[config.mk]
export PLATFORM = sky130hd
export DESIGN_NAME = char_lcd_cursor_terminal_unit
export DESIGN_NICKNAME = d
export VERILOG_FILES = /design/src/design/clct_pkg.sv /design/src/design/clct_front.sv /design/src/design/clct_queue.sv /design/src/design/clct_back.sv /design/src/design/char_lcd_cursor_terminal_unit.sv
export SDC_FILE = /design/constraint.sdc
export NUM_CORES = 1
export LEC_CHECK = 0
export BUFFER_PORTS_ARGS = -buffer_cell sky130_fd_sc_hd__buf_2
export CORE_UTILIZATION = 30
export CTS_BUF_LIST = sky130_fd_sc_hd__clkbuf_16
export DETAILED_ROUTE_END_ITERATION = 16
export REMOVE_ABC_BUFFERS = 1
export SETUP_SLACK_MARGIN = 0.2
export SLEW_MARGIN = 20
export SYNTH_ARGS = -nofsm -noshare
export SYNTH_HDL_FRONTEND = slang
export SYNTH_SLANG_ARGS = --single-unit
[constraint.sdc]
create_clock -name i_clk -period 3.9 [get_ports i_clk]
set_input_delay 0 -clock i_clk [delete_from_list [all_inputs] [get_ports i_clk]]
set_output_delay 0 -clock i_clk [all_outputs]
set_load 0.05 [all_outputs]
[src/design/clct_pkg.sv]
// ============================================================================
// clct_pkg: shared types and constants for the character LCD cursor terminal
// Holds the item kinds, cursor move codes, the queue entry layout and the
// HD44780 command byte constants that the front, queue and back modules use.
// ============================================================================
`default_nettype none

package clct_pkg;

    // Kinds of input items, as carried on the slave-side tuser.
    typedef enum logic [1:0] {
        K_CHAR   = 2'd0,
        K_MOVE   = 2'd1,
        K_SETPOS = 2'd2,
        K_CLEAR  = 2'd3
    } t_kind;

    // Cursor move directions.
    typedef enum logic [2:0] {
        MV_RIGHT  = 3'd0,
        MV_LEFT   = 3'd1,
        MV_UP     = 3'd2,
        MV_DOWN   = 3'd3,
        MV_END    = 3'd4,
        MV_START  = 3'd5,
        MV_TOP    = 3'd6,
        MV_BOTTOM = 3'd7
    } t_move_dir;

    // One classified operation waiting between the front and the back.
    typedef struct packed {
        t_kind       kind;
        logic [7:0]  code;
        t_move_dir   dir;
        logic [5:0]  col;
        logic [2:0]  row;
    } t_op;

    // One byte for the LCD bus with its register select.
    typedef struct packed {
        logic        is_data;
        logic [7:0]  lcd_byte;
    } t_lcd_word;

    localparam int unsigned QDEPTH = 2;
    localparam int unsigned QAW    = 1;

    localparam logic [7:0] CMD_CLEAR     = 8'h01;
    localparam logic [7:0] CMD_SET_ADDR  = 8'h80;
    localparam logic [7:0] ROW1_BASE     = 8'h40;
    localparam logic [7:0] UNKNOWN_GLYPH = 8'hA5;
    localparam logic [7:0] CH_SPACE      = 8'h20;
    localparam logic [7:0] CH_NL         = 8'h0A;
    localparam logic [7:0] CH_CR         = 8'h0D;

    // Register index of the extended character switch.
    localparam logic REG_EXT_CHARS = 1'b0;

endpackage

`default_nettype wire

[src/design/clct_front.sv]
// ============================================================================
// clct_front: input classifier
// Decodes an input item into a queue operation, folds accented letters and
// flags items that produce no LCD bytes so that they can be dropped.
// ============================================================================
`default_nettype none

module clct_front #(
    parameter int ROWS = 2,
    parameter int COLS = 16
) (
    input  wire logic [1:0]       i_kind,
    input  wire logic [7:0]       i_char_code,
    input  wire logic [2:0]       i_move_dir,
    input  wire logic [5:0]       i_col_pos,
    input  wire logic [2:0]       i_row_pos,
    input  wire logic             i_ext_chars,
    output clct_pkg::t_op         o_op,
    output logic                  o_keep
);

    // Unless extended characters are on, Latin-1 accented A (not A-ring), C, E, I, O
    // and U become their plain letter; anything else above ASCII becomes the block glyph.
    function automatic logic [7:0] fold_char(input logic [7:0] c, input logic ext);
        logic [7:0] up;
        logic [7:0] letter;
        logic       known;
        begin
            up     = c & 8'hDF;
            letter = 8'h41;
            known  = 1'b1;
            if (up <= 8'hC4) begin
                letter = 8'h41;
            end else if (up == 8'hC7) begin
                letter = 8'h43;
            end else if (up >= 8'hC8 && up <= 8'hCB) begin
                letter = 8'h45;
            end else if (up >= 8'hCC && up <= 8'hCF) begin
                letter = 8'h49;
            end else if (up >= 8'hD2 && up <= 8'hD6) begin
                letter = 8'h4F;
            end else if (up >= 8'hD9 && up <= 8'hDC) begin
                letter = 8'h55;
            end else begin
                known = 1'b0;
            end
            if (ext || c <= 8'h7F) begin
                fold_char = c;
            end else if (c < 8'hC0 || !known) begin
                fold_char = clct_pkg::UNKNOWN_GLYPH;
            end else if (c >= 8'hE0) begin
                fold_char = letter + 8'h20;
            end else begin
                fold_char = letter;
            end
        end
    endfunction

    always_comb begin
        o_op.kind = clct_pkg::t_kind'(i_kind);
        o_op.code = fold_char(i_char_code, i_ext_chars);
        o_op.dir  = clct_pkg::t_move_dir'(i_move_dir);
        o_op.col  = i_col_pos;
        o_op.row  = i_row_pos;
        o_keep    = 1'b1;
        unique case (clct_pkg::t_kind'(i_kind))
            clct_pkg::K_CHAR: begin
                if (i_char_code < clct_pkg::CH_SPACE) begin
                    // Newline acts as a move down, carriage return as a move
                    // to the row start; other control bytes are dropped.
                    o_op.kind = clct_pkg::K_MOVE;
                    if (i_char_code == clct_pkg::CH_NL) begin
                        o_op.dir = clct_pkg::MV_DOWN;
                    end else if (i_char_code == clct_pkg::CH_CR) begin
                        o_op.dir = clct_pkg::MV_START;
                    end else begin
                        o_keep = 1'b0;
                    end
                end
            end
            clct_pkg::K_SETPOS: begin
                o_keep = (int'(i_col_pos) < COLS) && (int'(i_row_pos) < ROWS);
            end
            default: begin
                o_keep = 1'b1;
            end
        endcase
    end

endmodule

`default_nettype wire

[src/design/clct_queue.sv]
// ============================================================================
// clct_queue: operation queue
// A two-entry register queue that decouples the classifier from the byte
// sequencer so either side can stall without holding up the other.
// ============================================================================
`default_nettype none

module clct_queue (
    input  wire logic           i_clk,
    input  wire logic           i_rst_n,
    input  wire logic           i_push,
    input  clct_pkg::t_op       i_push_op,
    output logic                o_not_full,
    input  wire logic           i_pop,
    output logic                o_not_empty,
    output clct_pkg::t_op       o_head
);

    clct_pkg::t_op                r_mem [clct_pkg::QDEPTH];
    logic [clct_pkg::QAW-1:0]     r_wp;
    logic [clct_pkg::QAW-1:0]     r_rp;
    logic [clct_pkg::QAW:0]       r_cnt;
    logic [clct_pkg::QAW:0]       n_cnt;

    assign o_not_full  = (r_cnt != (clct_pkg::QAW + 1)'(clct_pkg::QDEPTH));
    assign o_not_empty = (r_cnt != '0);
    assign o_head      = r_mem[r_rp];

    always_comb begin
        n_cnt = r_cnt;
        if (i_push && !i_pop) begin
            n_cnt = r_cnt + 1'b1;
        end else if (!i_push && i_pop) begin
            n_cnt = r_cnt - 1'b1;
        end
    end

    always_ff @(posedge i_clk) begin
        if (i_push) begin
            r_mem[r_wp] <= i_push_op;
        end
    end

    always_ff @(posedge i_clk) begin
        if (!i_rst_n) begin
            r_wp  <= '0;
            r_rp  <= '0;
            r_cnt <= '0;
        end else begin
            if (i_push) begin
                r_wp <= r_wp + 1'b1;
            end
            if (i_pop) begin
                r_rp <= r_rp + 1'b1;
            end
            r_cnt <= n_cnt;
        end
    end

    a_no_overflow: assert property (@(posedge i_clk) disable iff (!i_rst_n)
        i_push |-> (o_not_full || i_pop))
        else $error("queue written while full");

    a_no_underflow: assert property (@(posedge i_clk) disable iff (!i_rst_n)
        i_pop |-> o_not_empty)
        else $error("queue read while empty");

    a_count_bound: assert property (@(posedge i_clk) disable iff (!i_rst_n)
        r_cnt <= (clct_pkg::QAW + 1)'(clct_pkg::QDEPTH))
        else $error("queue count out of range");

endmodule

`default_nettype wire

[src/design/clct_back.sv]
// ============================================================================
// clct_back: cursor tracker and byte sequencer
// Takes one queued operation at a time, updates the cursor and the pending
// clear flag, and sends the resulting one to three bytes one per cycle while the output is ready.
// ============================================================================
`default_nettype none

module clct_back #(
    parameter int ROWS = 2,
    parameter int COLS = 16
) (
    input  wire logic           i_clk,
    input  wire logic           i_rst_n,
    input  wire logic           i_op_valid,
    input  clct_pkg::t_op       i_op,
    output logic                o_op_pop,
    output logic                o_valid,
    input  wire logic           i_ready,
    output clct_pkg::t_lcd_word o_word,
    output logic                o_last
);

    localparam int RW = (ROWS > 1) ? $clog2(ROWS) : 1;
    localparam int CW = (COLS > 1) ? $clog2(COLS) : 1;
    localparam logic [RW-1:0] LAST_ROW = RW'(ROWS - 1);
    localparam logic [CW-1:0] LAST_COL = CW'(COLS - 1);

    function automatic logic [7:0] addr_of(input logic [RW-1:0] row,
                                           input logic [CW-1:0] col);
        logic [7:0] base;
        begin
            base    = (row != '0) ? clct_pkg::ROW1_BASE : 8'h00;
            addr_of = clct_pkg::CMD_SET_ADDR | ((base + 8'(col)) & 8'h7F);
        end
    endfunction

    logic [RW-1:0]        r_row;
    logic [CW-1:0]        r_col;
    logic                 r_clr;
    logic                 r_job_v;
    clct_pkg::t_lcd_word  r_list [3];
    logic [1:0]           r_cnt;
    logic [1:0]           r_pos;
    logic                 r_out_v;
    clct_pkg::t_lcd_word  r_out_word;
    logic                 r_out_last;

    logic [RW-1:0]        n_row;
    logic [CW-1:0]        n_col;
    logic                 n_clr;
    clct_pkg::t_lcd_word  n_list [3];
    logic [1:0]           n_cnt;
    logic [1:0]           k;

    logic adv;
    logic emit;
    logic fin;
    logic load;

    assign adv  = !r_out_v || i_ready;
    assign emit = adv && r_job_v;
    assign fin  = emit && (r_pos == r_cnt - 2'd1);
    assign load = i_op_valid && (!r_job_v || fin);

    assign o_op_pop = load;
    assign o_valid  = r_out_v;
    assign o_word   = r_out_word;
    assign o_last   = r_out_last;

    // Next cursor state and byte list for the operation at the queue head.
    always_comb begin
        n_row  = r_row;
        n_col  = r_col;
        n_clr  = r_clr;
        n_list = '{default: '0};
        n_cnt  = 2'd1;
        k      = 2'd0;
        unique case (i_op.kind)
            clct_pkg::K_CHAR: begin
                if (r_clr) begin
                    n_list[0] = '{is_data: 1'b0, lcd_byte: clct_pkg::CMD_CLEAR};
                    n_clr     = 1'b0;
                    k         = 2'd1;
                end
                n_list[k] = '{is_data: 1'b1, lcd_byte: i_op.code};
                if (r_col == LAST_COL) begin
                    n_col = '0;
                    n_row = (r_row == LAST_ROW) ? '0 : RW'(r_row + 1'b1);
                end else begin
                    n_col = CW'(r_col + 1'b1);
                end
                if (n_row != r_row) begin
                    n_list[k + 2'd1] = '{is_data: 1'b0, lcd_byte: addr_of(n_row, n_col)};
                    n_cnt            = k + 2'd2;
                end else begin
                    n_cnt = k + 2'd1;
                end
            end
            clct_pkg::K_MOVE: begin
                unique case (i_op.dir)
                    clct_pkg::MV_RIGHT: begin
                        if (r_col == LAST_COL) begin
                            n_col = '0;
                            n_row = (r_row == LAST_ROW) ? '0 : RW'(r_row + 1'b1);
                        end else begin
                            n_col = CW'(r_col + 1'b1);
                        end
                    end
                    clct_pkg::MV_LEFT: begin
                        if (r_col == '0) begin
                            n_col = LAST_COL;
                            n_row = (r_row == '0) ? LAST_ROW : RW'(r_row - 1'b1);
                        end else begin
                            n_col = CW'(r_col - 1'b1);
                        end
                    end
                    clct_pkg::MV_UP: begin
                        if (r_row == '0) begin
                            n_row = LAST_ROW;
                            n_clr = 1'b1;
                        end else begin
                            n_row = RW'(r_row - 1'b1);
                        end
                    end
                    clct_pkg::MV_DOWN: begin
                        if (r_row == LAST_ROW) begin
                            n_row = '0;
                            n_clr = 1'b1;
                        end else begin
                            n_row = RW'(r_row + 1'b1);
                        end
                    end
                    clct_pkg::MV_END:    n_col = LAST_COL;
                    clct_pkg::MV_START:  n_col = '0;
                    clct_pkg::MV_TOP:    n_row = '0;
                    clct_pkg::MV_BOTTOM: n_row = LAST_ROW;
                    default:             n_row = r_row;
                endcase
                n_list[0] = '{is_data: 1'b0, lcd_byte: addr_of(n_row, n_col)};
            end
            clct_pkg::K_SETPOS: begin
                n_row     = RW'(i_op.row);
                n_col     = CW'(i_op.col);
                n_list[0] = '{is_data: 1'b0, lcd_byte: addr_of(n_row, n_col)};
            end
            clct_pkg::K_CLEAR: begin
                n_row     = '0;
                n_col     = '0;
                n_list[0] = '{is_data: 1'b0, lcd_byte: clct_pkg::CMD_CLEAR};
            end
            default: begin
                n_cnt = 2'd1;
            end
        endcase
    end

    always_ff @(posedge i_clk) begin
        if (load) begin
            r_list <= n_list;
            r_cnt  <= n_cnt;
        end
        if (adv) begin
            r_out_word <= r_list[r_pos];
            r_out_last <= fin;
        end
    end

    always_ff @(posedge i_clk) begin
        if (!i_rst_n) begin
            r_row   <= '0;
            r_col   <= '0;
            r_clr   <= 1'b0;
            r_job_v <= 1'b0;
            r_pos   <= '0;
            r_out_v <= 1'b0;
        end else begin
            if (adv) begin
                r_out_v <= emit;
            end
            if (load) begin
                r_row   <= n_row;
                r_col   <= n_col;
                r_clr   <= n_clr;
                r_job_v <= 1'b1;
                r_pos   <= '0;
            end else if (fin) begin
                r_job_v <= 1'b0;
            end else if (emit) begin
                r_pos <= r_pos + 2'd1;
            end
        end
    end

    a_pos_in_job: assert property (@(posedge i_clk) disable iff (!i_rst_n)
        r_job_v |-> (r_pos < r_cnt))
        else $error("byte position past end of job");

    a_cursor_range: assert property (@(posedge i_clk) disable iff (!i_rst_n)
        (int'(r_row) < ROWS) && (int'(r_col) < COLS))
        else $error("cursor outside the display");

    a_clear_taken: assert property (@(posedge i_clk) disable iff (!i_rst_n)
        (load && i_op.kind == clct_pkg::K_CHAR) |=> !r_clr)
        else $error("pending clear survived a printed character");

endmodule

`default_nettype wire

[src/design/char_lcd_cursor_terminal_unit.sv]
// An accepted item is queued, loaded into the back end's byte list, then sent
// from its output register, one LCD byte per cycle while m_tready is high.
// An item gives one to three bytes. Items that produce no byte never reach the queue.
// The back end sets the rate; its output register lets the next operation load early.
// Reset (synchronous, active low) homes the cursor, drops any pending clear,
// empties the queue and the output register, and clears extended_chars.
// ============================================================================
// char_lcd_cursor_terminal_unit: HD44780 cursor terminal
// Turns a stream of characters and cursor commands into HD44780 command and
// data bytes while keeping track of the cursor position on the display.
// ============================================================================
`default_nettype none

module char_lcd_cursor_terminal_unit #(
    parameter int ROWS = 2,
    parameter int COLS = 16
) (
    input  wire logic         i_clk,
    input  wire logic         i_rst_n,

    // Slave-side stream.
    input  wire logic         s_tvalid,
    output logic              s_tready,
    // s_tdata: char_code [7:0], move_dir [10:8], col_pos [16:11],
    //          row_pos [19:17], zero fill [23:20].
    input  wire logic [23:0]  s_tdata,
    // s_tuser: kind [1:0].
    input  wire logic [1:0]   s_tuser,

    // Master-side stream.
    output logic              m_tvalid,
    input  wire logic         m_tready,
    // m_tdata: lcd_byte [7:0].
    output logic [7:0]        m_tdata,
    // m_tuser: is_data [0].
    output logic              m_tuser,
    output logic              m_tlast,

    // Configuration port.
    input  wire logic         psel,
    input  wire logic         penable,
    input  wire logic         pwrite,
    input  wire logic [2:0]   paddr,
    input  wire logic [31:0]  pwdata,
    output logic [31:0]       prdata,
    output logic              pready
);

    // The only configuration register selects whether bytes above 0x7F pass
    // to the display untouched or are folded to plain ASCII letters or the block glyph.
    logic r_ext_chars;

    assign pready = 1'b1;
    assign prdata = (paddr[2] == clct_pkg::REG_EXT_CHARS) ? {31'b0, r_ext_chars} : 32'b0;

    always_ff @(posedge i_clk) begin
        if (!i_rst_n) begin
            r_ext_chars <= 1'b0;
        end else if (psel && penable && pwrite && pready
                     && paddr[2] == clct_pkg::REG_EXT_CHARS) begin
            r_ext_chars <= pwdata[0];
        end
    end

    // The front end classifies each transfer combinationally. Items that
    // cause no LCD byte (ignored control bytes, off-screen positions) are
    // accepted and dropped here, so the back end only sees real work.
    clct_pkg::t_op front_op;
    logic          front_keep;

    clct_front #(
        .ROWS (ROWS),
        .COLS (COLS)
    ) u_front (
        .i_kind      (s_tuser),
        .i_char_code (s_tdata[7:0]),
        .i_move_dir  (s_tdata[10:8]),
        .i_col_pos   (s_tdata[16:11]),
        .i_row_pos   (s_tdata[19:17]),
        .i_ext_chars (r_ext_chars),
        .o_op        (front_op),
        .o_keep      (front_keep)
    );

    // A short queue lets the input keep flowing while the back end is still
    // sending the bytes of earlier operations.
    logic          q_not_full;
    logic          q_not_empty;
    logic          q_pop;
    clct_pkg::t_op q_head;

    assign s_tready = q_not_full;

    clct_queue u_queue (
        .i_clk       (i_clk),
        .i_rst_n     (i_rst_n),
        .i_push      (s_tvalid && s_tready && front_keep),
        .i_push_op   (front_op),
        .o_not_full  (q_not_full),
        .i_pop       (q_pop),
        .o_not_empty (q_not_empty),
        .o_head      (q_head)
    );

    // The back end owns the cursor and the pending clear flag. It loads an
    // operation, works out all of its bytes at once, then sends them in
    // order through a registered output stage.
    clct_pkg::t_lcd_word out_word;

    clct_back #(
        .ROWS (ROWS),
        .COLS (COLS)
    ) u_back (
        .i_clk      (i_clk),
        .i_rst_n    (i_rst_n),
        .i_op_valid (q_not_empty),
        .i_op       (q_head),
        .o_op_pop   (q_pop),
        .o_valid    (m_tvalid),
        .i_ready    (m_tready),
        .o_word     (out_word),
        .o_last     (m_tlast)
    );

    assign m_tdata = out_word.lcd_byte;
    assign m_tuser = out_word.is_data;

endmodule

`default_nettype wire
# [Word-level counts from Yosys, hierarchy flattened]
# Memory sizes are Yosys's and may differ from the RTL's. A register that Yosys moved wholly into a read port is not among the register bits.
# Index checks and enable logic that the tools add are counted.
[word_totals] mem_count=1 output_inout_bits=45 input_bits=68 ramBits=44 regBits=54 elab_cells=192
[mem_list] name="u_queue.r_mem" words=2 width=22 read_ports=1 rd_ports_with_merged_regs=1 write_ports=1 line="clct_queue.sv:19" source="clct_pkg::t_op r_mem [clct_pkg::QDEPTH];"
[classes] magnitude_cmp=20 muxes=71 n_bitwise=6 n_addsub=16 eq_ne=21 reduce_logical=37
[op_table] op="$mux W8" n=8
[op_table] op="$bwmux W27" n=2
[op_table] op="$mux W9" n=5
[op_table] op="$ge A8 B8 Y1 const B" n=5
[op_table] op="$le A8 B8 Y1 const B" n=5
[op_table] op="$demux W9 S2" n=2
[op_table] op="$pmux W9 S4" n=1
[op_table] op="$pmux W4 S4" n=2
[op_table] op="$mux W27" n=1
[op_table] op="$mux W1" n=26
[op_table] op="$add A7 B4 Y7" n=3
[op_table] op="$mux W7" n=3
[op_table] op="$bmux W9 S2" n=1
[op_table] op="$logic_and A1 B1 Y1" n=17
[op_table] op="$eq A8 B4 Y1 const B" n=2
[op_table] op="$mux W4" n=4
[op_table] op="$eq A3 B3 Y1 const B" n=4
[op_table] op="$mux W2" n=6
[op_table] op="$mux W3" n=4
[op_table] op="$ge A3 B3 Y1 const B" n=3
[op_table] op="$not A2 Y3" n=3
[op_table] op="$add A8 B6 Y8 const B" n=1
[op_table] op="$le A8 B7 Y1 const B" n=1
[op_table] op="$lt A8 B6 Y1 const B" n=1
[op_table] op="other kinds (36)" n=61

# [Longest topological paths before layout]
# Gate-level depths: netlist (run 1).
[logic_depth] ltp_word=12 mapped_depth=11 mapped_depth_nobuf=8

# [Cells and area by module]
# Synthesis (run 1) repeated with hierarchy kept, for this count alone.
[hier_totals] cells_unflattened=430 area_unflattened_um2=5037.3
[by_module_without_submodules] module="clct_back" seq_area_each_um2=1281.2 cells_each=227 n_inst=1 area_each_um2=2423.6
[by_module_without_submodules] module="clct_queue" seq_area_each_um2=1421.4 cells_each=90 n_inst=1 area_each_um2=1798.0
[by_module_without_submodules] module="clct_front" seq_area_each_um2=0.0 cells_each=72 n_inst=1 area_each_um2=494.2
[by_module_without_submodules] module="char_lcd_cursor_terminal_unit" seq_area_each_um2=20.0 cells_each=41 n_inst=1 area_each_um2=321.6

# [Worst setup path before layout (run 1)]
# No wires, ideal clock.
[synth_timing] path_type="flip-flop to flip-flop" start="register with a tool-made name" end="register u_back.r_row" path_buffers=4 setup_ns=0.095 path_stages_with_launch=11 setup_slack_ns=1.351 arrival_time_ns=2.453 path_cell_list="dfxtp_1 > buf_6 > buf_2 > buf_2 > mux2i_1 > ha_1 > clkbuf_1 > a211oi_1 > a211oi_1 > a211oi_1 > a221oi_1"
[synth_rtl] item="end signal, assigned" line="clct_back.sv:181" source="r_row <= n_row;"
[synth_rtl] item="end, declared" line="clct_back.sv:37" source="logic [RW-1:0] r_row;"

==> summary.txt, run 1 <==
Status
  – Status: finished, final reports clean

Setup path
  – Top delay family on crit path: flip-flops
  – Worst path required time: slightly below 4 ns
  – Critical path data arrival time: between 2 and 3 ns
  – Crit-path max cell delay: approximately 0.74 ns
  – Setup CP Type: reg2reg
  – Startpoint types: flip-flop
  – Slowest CP cell: dfxtp_1
  – CP Capture Type: flip-flop
  – Levels on crit path: 7
  – Worst Path Buf+Inv: 0
  – FF-to-FF path depth: 7
  – Crit Path Max Fanout: 14
  – CP Cell Sequence: mux2i_1, ha_1, nor2b_1, nand2_1, o22ai_1, a31oi_1, o21ai_0

GRT
  – Congestion Overflow GR: 0
  – Tot GR Track Use: 12.3%
  – Vias in the first global route: approximately 3.0k
  – Initial antenna violation count: 0
  – Largest net degree at the start of global routing: 29
  – First-pass GRT wire length: approximately 15 mm

Run
  – Max cap viols: 0

Detailed routing
  – Initial drt markers: between 200 and 250
  – WL/cell: between 10 and 15 um
  – Total wire length: roughly 9.6 mm
  – DRT Pass-1 Iters: 4
  – DRC: 0
  – Via Count: between 3k and 4k
  – Antenna-violating nets left: 0
  – Via density: ~4.8

Synthesis
  – Async set-reset flop share out of synthesis: 0%
  – YS warnings: 0
  – FF+latch count, synth: a little under 90
  – Cell Area, Synth: between 4000 and 5000 um^2
  – Top FF cell, synth: edfxtp_1
  – Mean Syn Cell Area: 11.1 um^2
  – Post-synth cell types: between 60 and 70
  – Cells after Synth: around 420
  – Post-synth EDFFs: 72
  – Post-synthesis sequential area ratio: 53.1%

Power and ir drop
  – Clock group share of total power: 22.8%
  – Peak supply drop: about 0.00027 V
  – Combinational Power Share: between 30% and 40%
  – Lkg Pwr: 2.02 nW
  – Switching Fraction: 39.5%
  – PD cells: 690 nW/um^2
  – Switching power: around 0.0015 W
  – Pint: 0.00224 W
  – Sequential power share: approximately two fifths

Floorplan
  – Die height: around 130 um
  – Starting density of the core: about 30%
  – Row count: 45
  – IO Count: between 100 and 150
  – Die area: 16100 um^2
  – Die Span X: about 130 um
  – Core Area: around 15000 um^2

Timing
  – Period utilization: between 70% and 80%
  – Worst-Margin Slew: around 0.85 ns
  – RSZ-0062 raised after global routing: no
  – Setup WS post-layout: ~1 ns
  – Setup_tns: 0 ns
  – Max transition margin: between 40% and 50%
  – Fmax: 0.347 GHz
  – Slew Viols, Final: 0
  – # setup viols final: 0
  – Minimum clock period: between 2 and 3 ns
  – Clk_skew: roughly 0.011 ns
  – Endpoints failing hold: 0

Place
  – RD Place Congestion: between 0.8 and 0.9
  – PortBufs: 43
  – DP HPWL: approximately 7.0 mm
  – Dpl cells: between 600 and 700
  – Place WS: between 1 and 1.5 ns

Clock tree
  – Clock buffer depth: 2
  – Clock slew at reported path FFs: ~0.07 ns
  – Clock root buffer: clkbuf_16
  – TritonCTS Sinks: 88
  – TritonCTS clock tree: built
  – H-tree depth: 3
  – Clock Latency Late Sink: 0.34 ns
  – Cts bufs inserted: 9

Cells and area
  – Most frequent cells in the layout: edfxtp_1, buf_2, conb_1
  – Register area: ~2500 um^2
  – Fin nets: 555
  – Share of cells above drive strength 1: between 15 and 20%
  – Multi-input gate area: 1940 um^2
  – Antenna cells: 0
  – Non-filler cells, final: ~670
  – Synth-to-layout area growth: 14.8%
  – Fill cell count: about 1.5k
  – Most common cell after layout, fill and taps aside: edfxtp_1

Min path
  – Hold Crit Class: in2reg
  – WHS Path Cells: 4
## final cells by class
type / count / area share, %
clock buffer: 9 / 4.20
clock inverter: 7 / 1.35
inverter: 19 / 1.33
multi-input combinational: 302 / 36.2
sequential: 88 / 46.3
tap: 188 / 4.38
timing repair buffer: 56 / 6.30
## through the flow
stage | power, W | instance area, um^2 | utilization [%] | hold slack [ns]
3_5_place_dp | 0.00287 | 4970 | 32.7 | 0.196
6_report | 0.00370 | 5370 | 35.3 | 0.0227
3_3_place_gp | 0.00283 | 4970 | 32.7 | 0.194
4_1_cts | 0.00374 | 5370 | 35.3 | 0.00908
5_1_grt | 0.00391 | 5370 | 35.3 | 0.0502
2_1_floorplan | 0.00250 | 4490 | - | 0.0989
## synthesized netlist by cell type, types with 3 or more instances
library cell / instances / area, um^2
nand2b_1: 12 / 75.1
a211oi_1: 6 / 45.0
or3_1: 4 / 25.0
buf_2: 3 / 15.0
mux2_2: 3 / 33.8
edfxtp_1: 72 / 2160
a311oi_1: 3 / 26.3
o21a_1: 5 / 37.5
a21oi_1: 18 / 90.1
nor3_1: 7 / 35.0
clkbuf_1: 10 / 37.5
and3_1: 6 / 37.5
nor2b_1: 10 / 62.6
ha_1: 11 / 138
a221oi_1: 3 / 26.3
dfxtp_1: 16 / 320
nand2_1: 32 / 120
xnor2_1: 4 / 35.0
buf_4: 32 / 240
mux2i_1: 26 / 260
nor2_1: 29 / 109
xor2_1: 5 / 43.8
nand3_1: 5 / 25.0
o22ai_1: 3 / 18.8
mux2_4: 3 / 45.0
o21ai_0: 23 / 115
o31ai_1: 3 / 22.5
inv_1: 18 / 67.6
## worst reg2reg max path, stage by stage, from the launching register on
cell	delay, ns
dfxtp_1	0.74
mux2i_1	0.44
ha_1	0.58
nor2b_1	0.20
nand2_1	0.11
o22ai_1	0.08
a31oi_1	0.32
o21ai_0	0.14
## flip-flops by register name, indices dropped and copies added, names as in the netlist, named ones only
signal	count
u_back.r_row	1
u_back.r_col	4
u_back.o_valid	1
u_back.o_word	9
u_back.r_list	24
u_queue.r_mem	36
u_back.r_pos	2
u_back.r_clr	1
u_back.r_job_v	1
u_queue.r_rp	1
r_ext_chars	1
u_queue.r_wp	1
u_back.o_last	1
u_queue.r_cnt	2
u_back.r_cnt	2
## power by group through the flow
stage          Combinational [W]  Clock, W  Sequential (W)
2_1_floorplan           0.000791         0         0.00171
3_3_place_gp             0.00132         0         0.00152
3_5_place_dp             0.00135         0         0.00153
4_1_cts                  0.00136  0.000868         0.00151
5_1_grt                  0.00148  0.000896         0.00154
6_report                 0.00135  0.000843         0.00150
## what timing repair did
action,4_1_cts,5_1_grt
hold endpoints to repair,19,0
setup buffers,0,0
hold buffers,10,0
gates resized for setup,0,0
## layer usage
layer,track usage (%),vias up,part of all wire [%],wire length [um]
li1,-,1591,-,-
met1,16.5,1522,47,4540
met2,19.6,83,47,4530
met3,2.83,6,4.8,464
met4,4.34,0,0.71,68
met5,0,-,0,0
## final timing paths
check / slack (ns) / start / end
max: 1.02 / flip-flop / u_back.r_list[19]$_DFFE_PP_
min reg2reg: 0.49 / u_queue.r_wp$_SDFFE_PN0P_ / u_queue.r_wp$_SDFFE_PN0P_
min: 0.02 / m_tready / u_back.o_valid$_SDFFE_PN0N_
max reg2reg: 1.02 / flip-flop / u_back.r_list[19]$_DFFE_PP_
## logic make-up (layout without fill, tap and decap cells)
| family | count (synthesis) | after routing | synth area share [%] |
|---|---|---|---|
| adders and majority gates | 11 | 11 | 2.94 |
| DFF | 88 | 88 | 53.1 |
| AOI/OAI and AO/OA | 93 | 93 | 13.7 |
| other | 2 | 35 | 0.161 |
| buffers and inverters | 65 | 91 | 8.03 |
| and+or+nand+nor | 122 | 122 | 13.1 |
| muxes | 32 | 32 | 7.25 |
| xor gates and xnor gates | 9 | 9 | 1.69 |
Power figures use the tool's default switching activity.
==> run 2: changes to the inputs <==
==> constraint.sdc (replaced) <==
create_clock -name i_clk -period 2.6 [get_ports i_clk]
set_input_delay 0 -clock i_clk [delete_from_list [all_inputs] [get_ports i_clk]]
set_output_delay 0 -clock i_clk [all_outputs]
set_load 0.05 [all_outputs]
==> run 2 against run 1 <==
  * First-iteration DRC count rose by 0.43%
  * Critical path depth rose by 1
  * Total power rose by 60%
  * Wire length rose by 0.40%
  * Utilization rose by 1.2 points
  * Critical endpoint is now u_queue.r_cnt[1]$_SDFFE_PN0P_
  * Largest cell class unchanged
  * Largest power group unchanged
==> summary.txt, run 2 (synthesis gave the netlist of run 1 again) <==
Clock tree
  – Cts bufs inserted: 9 (unchanged)
  – TritonCTS Sinks: 88 (unchanged)
  – H-tree depth: 3 (unchanged)
  – Clock slew at reported path FFs: 0.07 ns (about the same)
  – Clock root buffer: clkbuf_16 (unchanged)
  – Clock Latency Late Sink: 0.35 ns (was 0.34 ns)
  – Clock buffer depth: 2 (unchanged)
  – TritonCTS clock tree: built (unchanged)

Timing
  – Period utilization: 87.9%
  – Slew Viols, Final: 0 (unchanged)
  – Endpoints failing hold: 0 (unchanged)
  – Minimum clock period: around 2.3 ns
  – Max transition margin: 61.4% (was 43.4%)
  – Clk_skew: 0.0114 ns (was 0.0107 ns)
  – # setup viols final: 0 (unchanged)
  – Worst-Margin Slew: 0.578 ns (was 0.850 ns)
  – Fmax: between 0.4 and 0.5 GHz
  – Setup_tns: 0 ns (unchanged)
  – RSZ-0062 raised after global routing: no (unchanged)

Detailed routing
  – DRT Pass-1 Iters: 4 (unchanged)
  – Via Count: 3236 (was 3202)
  – DR WL met2: 4.31 mm (was 4.53 mm)
  – Met3 wire length: 455 um (was 464 um)
  – WL/cell: 14.1 um (was 14.3 um)
  – Via density: 4.74 (was 4.79)
  – DR top layer: met4 (unchanged)
  – Initial drt markers: 231 (was 230)
  – Antenna-violating nets left: 0 (unchanged)
  – DRC: 0 (unchanged)
  – Wl on met1: 4.67 mm (was 4.54 mm)
  – Total wire length: 9.64 mm (was 9.60 mm)

GRT
  – First-pass GRT wire length: 15.5 mm (was 15.4 mm)
  – Vias in the first global route: 3046 (was 2997)
  – Largest net degree at the start of global routing: 29 (unchanged)
  – Congestion Overflow GR: 0 (unchanged)
  – Tot GR Track Use: 12.5% (was 12.3%)
  – Initial antenna violation count: 0 (unchanged)

Cells and area
  – Fill cell count: 1515 (was 1543)
  – Most frequent cells in the layout: edfxtp_1, buf_2, conb_1 (unchanged)
  – Multi-input gate area: 1950 um^2 (was 1940 um^2)
  – Reg with most FFs: u_queue.r_mem (unchanged)
  – Most common cell after layout, fill and taps aside: edfxtp_1 (unchanged)
  – Register area: 2480 um^2 (unchanged)
  – Antenna cells: 0 (unchanged)
  – Final Core Density: 36.5% (was 35.3%)
  – Share of cells above drive strength 1: 18.8% (was 16.0%)
  – Synth-to-layout area growth: 18.6% (was 14.8%)
  – Fin nets: 569 (was 555)
  – Max reg flops: 36 (unchanged)

Min path
  – HP Start: m_tready (unchanged)
  – Hold Crit Class: in2reg (unchanged)
  – WHS Path Cells: 4 (unchanged)
  – Hold Crit Endpoint: u_back.o_valid$_SDFFE_PN0N_ (unchanged)

Setup path
  – Worst R2R Start: u_back.r_col[0]$_SDFFE_PN0P_
  – Worst path required time: 2.89 ns (was 3.97 ns)
  – CP Cell Sequence: dlygate4sd3_1, buf_2, or4_1, o21ai_0, a21oi_2, ha_1, or3_1, a21oi_1 (was mux2i_1, ha_1, nor2b_1, nand2_1, o22ai_1, a31oi_1, o21ai_0)
  – Reg2reg setup slack: 0.33 ns (was 1.02 ns)
  – Slowest CP cell: dlygate4sd3_1 (was dfxtp_1)
  – CP Capture Type: flip-flop (unchanged)
  – Critical path data arrival time: 2.57 ns (was 2.95 ns)
  – Setup CP Type: in2reg (was reg2reg)
  – FF-to-FF End: u_back.r_list[19]$_DFFE_PP_ (unchanged)
  – FF-to-FF path depth: 8 (was 7)
  – Startpoint types: input pin (was flip-flop)
  – Crit-path max cell delay: 0.52 ns (was 0.74 ns)
  – Crit Path Max Fanout: 4 (was 14)

Place
  – DP HPWL: 7.11 mm (was 7.01 mm)
  – RD Place Congestion: 0.813 (was 0.828)
  – PortBufs: 43 (unchanged)

Floorplan
  – Die height: 127 um (unchanged)
  – Core Area: 15200 um^2 (unchanged)
  – Die area: 16100 um^2 (unchanged)
  – Row count: 45 (unchanged)
  – IO Count: 113 (unchanged)
  – Starting density of the core: 30.7% (unchanged)
  – Die Span X: 127 um (unchanged)

Status
  – Status: finished, final reports clean (unchanged)

Power and ir drop
  – PD cells: 1070 nW/um^2 (was 690 nW/um^2)
  – Peak supply drop: 0.000455 V (was 0.000266 V)
  – Lkg Pwr: 2.12 nW (was 2.02 nW)

Run
  – Max cap viols: 0 (unchanged)
## run 2: cell count changes in the layout (fill, tap and decap cells not counted), sizes merged
cell | previous run | this run
clkinvlp | 1 | 0
inv | 23 | 22
bufinv | 0 | 3
clkinv | 2 | 1
buf | 46 | 60
## run 2: worst max-delay path by stage
stage	startpoint	endpoint	slack, ns	cells past startpoint
floorplan	flip-flop	u_back.r_list[19]$_DFFE_PP_	0.02	7
global placement	u_back.r_col[1]$_SDFFE_PN0P_	u_back.r_list[24]$_DFFE_PP_	0.27	7
detailed placement	u_back.r_col[1]$_SDFFE_PN0P_	u_back.r_list[24]$_DFFE_PP_	0.28	7
CTS	u_back.r_col[1]$_SDFFE_PN0P_	u_back.r_list[24]$_DFFE_PP_	0.28	7
global route	s_tdata[5]	u_queue.r_cnt[1]$_SDFFE_PN0P_	0.21	8
finish	s_tdata[5]	u_queue.r_cnt[1]$_SDFFE_PN0P_	0.31	8
## run 2: worst max-delay path, delay by kind of cell
kind / cells / cell delay, ns
adders and majority gates: 1 / 0.34
buffers and inverters: 2 / 0.65
and+or+nand+nor: 2 / 0.87
AOI/OAI and AO/OA: 3 / 0.71
## run 2: area by class of cell
class | count | share of cell area (%)
Sequential cell | 88 | 44.8
Multi-Input combinational cell | 302 | 35.2
Timing Repair Buffer | 70 | 8.21
Tap cell | 188 | 4.24
Clock buffer | 9 | 4.06
Clock inverter | 7 | 2.23
Inverter | 19 | 1.29
## run 2: layer usage
metal | vias to the layer above | global-route usage [%]
li1 | 1615 | -
met1 | 1527 | 16.5
met2 | 80 | 19.3
met3 | 14 | 3.58
met4 | 0 | 4.62
met5 | - | 0
## run 2: metrics by stage
stage	hold slack, ns	instance area [um^2]	total power [W]	setup WS (ns)	std cells
floorplan	0.0989	4490	0.00376	0.0165	409
global placement	0.193	5080	0.00439	0.275	657
detailed placement	0.191	5080	0.00443	0.285	657
CTS	0.0128	5530	0.00596	0.278	683
global route	0.0368	5540	0.00624	0.214	683
finish	0.0150	5540	0.00592	0.314	683
## run 2: what timing repair did
action	CTS	global route
hold buffers	10	0
gates resized for setup	0	2
setup buffers	0	0
setup endpoints to repair	0	4
hold endpoints to repair	19	0
## run 2: power by group
group	internal (W)	switching, W
Combinational	0.000754	0.00144
Clock	0.000950	0.000565
Sequential	0.00203	0.000183
Total	0.00373	0.00219
==> run 3: changes to the inputs <==
--- a/config.mk
+++ b/config.mk
@@ -9,6 +9,7 @@
 export CORE_UTILIZATION = 30
 export CTS_BUF_LIST = sky130_fd_sc_hd__clkbuf_16
 export DETAILED_ROUTE_END_ITERATION = 16
+export GPL_TIMING_DRIVEN = 0
 export REMOVE_ABC_BUFFERS = 1
 export SETUP_SLACK_MARGIN = 0.2
 export SLEW_MARGIN = 20
==> run 3 against run 2 <==
  * Sequential share of layout area increased by 0.70 points
  * Wire length increased by 1.1%
  * Clock skew decreased by 0.0027 ns
  * Register-to-register slack got worse by 0.04 ns
  * Maximum frequency decreased by 1.3%
  * Utilization decreased by 0.40 points
  * Combinational power decreased by 3%
  * Die area unchanged
  * Global-route usage about the same
  * Hold slack improved by 0.0088 ns
  * Clock power decreased by 16%
  * Critical endpoint is now u_back.r_list[20]$_DFFE_PP_
  * Highest routed layer unchanged
==> summary.txt, run 3 (synthesis gave the netlist of run 1 again) <==
Clock tree
  – H-tree depth: 3 (unchanged)
  – Clock root buffer: clkbuf_16 (unchanged)
  – TritonCTS Sinks: 88 (unchanged)
  – TritonCTS clock tree: built (unchanged)
  – Clock buffer depth: 2 (unchanged)
  – Clock slew at reported path FFs: 0.07 ns (about the same)
  – Cts bufs inserted: 9 (unchanged)
  – Clock Latency Late Sink: 0.34 ns (was 0.35 ns)

Detailed routing
  – WL/cell: 14.5 um (was 14.1 um)
  – Via Count: 3253 (was 3236)
  – Via density: 4.84 (was 4.74)
  – Initial drt markers: 167 (was 231)
  – Total wire length: 9.74 mm (was 9.64 mm)
  – DRC: 0 (unchanged)
  – DRT Pass-1 Iters: 4 (unchanged)
  – Antenna-violating nets left: 0 (unchanged)

GRT
  – Initial antenna violation count: 0 (unchanged)
  – Tot GR Track Use: 12.4% (was 12.5%)
  – First-pass GRT wire length: 15.6 mm (was 15.5 mm)
  – Largest net degree at the start of global routing: 31 (was 29)
  – Vias in the first global route: 3111 (was 3046)
  – Congestion Overflow GR: 0 (unchanged)

Cells and area
  – Fin nets: 558 (was 569)
  – Max reg flops: 36 (unchanged)
  – Share of cells above drive strength 1: 19.0% (was 18.8%)
  – Most frequent cells in the layout: edfxtp_1, buf_2, conb_1 (unchanged)
  – Most common cell after layout, fill and taps aside: edfxtp_1 (unchanged)
  – Register area: 2490 um^2 (was 2480 um^2)
  – Antenna cells: 0 (unchanged)
  – Synth-to-layout area growth: 17.3% (was 18.6%)
  – Reg with most FFs: u_queue.r_mem (unchanged)
  – Fill cell count: 1523 (was 1515)
  – Multi-input gate area: 2010 um^2 (was 1950 um^2)

Power and ir drop
  – Lkg Pwr: 2.04 nW (was 2.12 nW)
  – Clock group share of total power: 22.4% (was 25.6%)
  – Switching power: 0.00226 W (was 0.00219 W)
  – Switching Fraction: 39.8% (was 37.0%)
  – Peak supply drop: 0.000360 V (was 0.000455 V)
  – Sequential power share: 40.2% (was 37.4%)
  – PD cells: 1030 nW/um^2 (was 1070 nW/um^2)
  – Pint: 0.00342 W (was 0.00373 W)
  – Tot Pwr: 0.00567 W (was 0.00592 W)
  – Combinational Power Share: 37.4% (was 37.0%)

Floorplan
  – Starting density of the core: 30.7% (unchanged)
  – Die area: 16100 um^2 (unchanged)
  – Die height: 127 um (unchanged)
  – Die Span X: 127 um (unchanged)
  – IO Count: 113 (unchanged)
  – Row count: 45 (unchanged)
  – Core Area: 15200 um^2 (unchanged)

Setup path
  – Worst path required time: 2.66 ns (was 2.89 ns)
  – Crit Path Max Fanout: 16 (was 4)
  – Critical path data arrival time: 2.38 ns (was 2.57 ns)
  – Setup CP Type: reg2reg (was in2reg)
  – CP Capture Type: flip-flop (unchanged)
  – Startpoint types: flip-flop (was input pin)

Timing
  – Period utilization: 89.0% (was 87.9%)
  – Fmax: 0.432 GHz (was 0.438 GHz)
  – Slew Viols, Final: 0 (unchanged)
  – Setup WS post-layout: 0.285 ns (was 0.314 ns)
  – Max transition margin: 43.4% (was 61.4%)
  – Worst-Margin Slew: 0.850 ns (was 0.578 ns)
  – Hold WS: 0.0239 ns (was 0.0150 ns)
  – Endpoints failing hold: 0 (unchanged)
  – Minimum clock period: 2.31 ns (was 2.29 ns)
  – # setup viols final: 0 (unchanged)
  – Clk_skew: 0.00869 ns (was 0.0114 ns)
  – RSZ-0062 raised after global routing: yes (was no)

Place
  – Place WS: -0.446 ns (was 0.285 ns)
  – RD Place Congestion: 0.826 (was 0.813)
  – PortBufs: 43 (unchanged)
  – DP HPWL: 6.87 mm (was 7.11 mm)

Run
  – Max cap viols: 0 (unchanged)

Min path
  – Hold Crit Class: in2reg (unchanged)

Status
  – Status: finished, final reports clean (unchanged)
run 3: changes by cell type in the layout (fill, tap and decap cells not counted), moves of 2 or more:
cell and change:
buf_4 -14, clkinvlp_4 +2, nor2b_1 -2, mux2i_1 -2, dfxtp_1 -3, clkinv_8 +2, clkinv_4 +2, bufinv_16 -3
nor2b_2 +2, dfxtp_4 +3
run 3: worst paths after layout:
| path | from | to | slack, ns | cells past startpoint |
|---|---|---|---|---|
| setup / recovery | flip-flop | u_back.r_list[20]$_DFFE_PP_ | 0.29 | 7 |
| hold / removal | s_tuser[0] | u_queue.r_mem[0][20]$_DFFE_PP_ | 0.02 | 3 |
| setup reg to reg | flip-flop | u_back.r_list[20]$_DFFE_PP_ | 0.29 | 7 |
| hold reg to reg | u_queue.r_wp$_SDFFE_PN0P_ | u_queue.r_wp$_SDFFE_PN0P_ | 0.51 | 2 |
run 3: power groups by stage:
stage	combinational, W	clock [W]	sequential (W)
after global routing	0.00231	0.00135	0.00233
final	0.00212	0.00127	0.00228
after detailed placement	0.00194	0	0.00234
after CTS	0.00207	0.00130	0.00228
after floorplan	0.00119	0	0.00257
after global placement	0.00191	0	0.00232
run 3: cell type report:
| cell class | count | area share (%) |
|---|---|---|
| tap | 188 | 4.29 |
| inverter | 19 | 1.37 |
| multi-input combinational | 302 | 36.6 |
| timing repair inverter | 1 | 0.0913 |
| sequential | 88 | 45.5 |
| clock buffer | 9 | 4.11 |
| clock inverter | 7 | 1.41 |
| timing repair buffer | 58 | 6.68 |
run 3: metrics by stage:
| step | cells | utilization, % | setup TNS (ns) | cell area, um^2 |
|---|---|---|---|---|
| 3_5_place_dp | 641 | 32.6 | -10.22 | 4960 |
| 6_report | 672 | 36.1 | 0 | 5480 |
| 2_1_floorplan | 409 | - | 0 | 4490 |
| 5_1_grt | 672 | 36.1 | 0 | 5480 |
| 3_3_place_gp | 640 | 32.5 | -21.54 | 4940 |
| 4_1_cts | 669 | 35.7 | 0 | 5430 |
run 3: critical path, stage by stage (launching register included):
cell and delay, ns:
dfxtp_4 0.51, mux2i_2 0.40, inv_1 0.12, ha_1 0.25, nand2_1 0.10, o21ai_0 0.10, o31ai_2 0.38, o21ai_0 0.17
run 3: layer usage:
layer  share of wire, %  global-route usage [%]  routed length, um
met1                 47                    16.1               4560
met2                 46                    20.0               4500
met3                4.9                    2.74                478
met4                2.1                    5.25                207
met5                  0                       0                  0
run 3: what timing repair did:
item	in CTS	in global routing
hold buffers	11	0
gates cloned	0	1
setup endpoints to repair	43	36
setup buffers	1	2
hold endpoints to repair	20	0
pin swaps	0	1
resized for setup	10	7
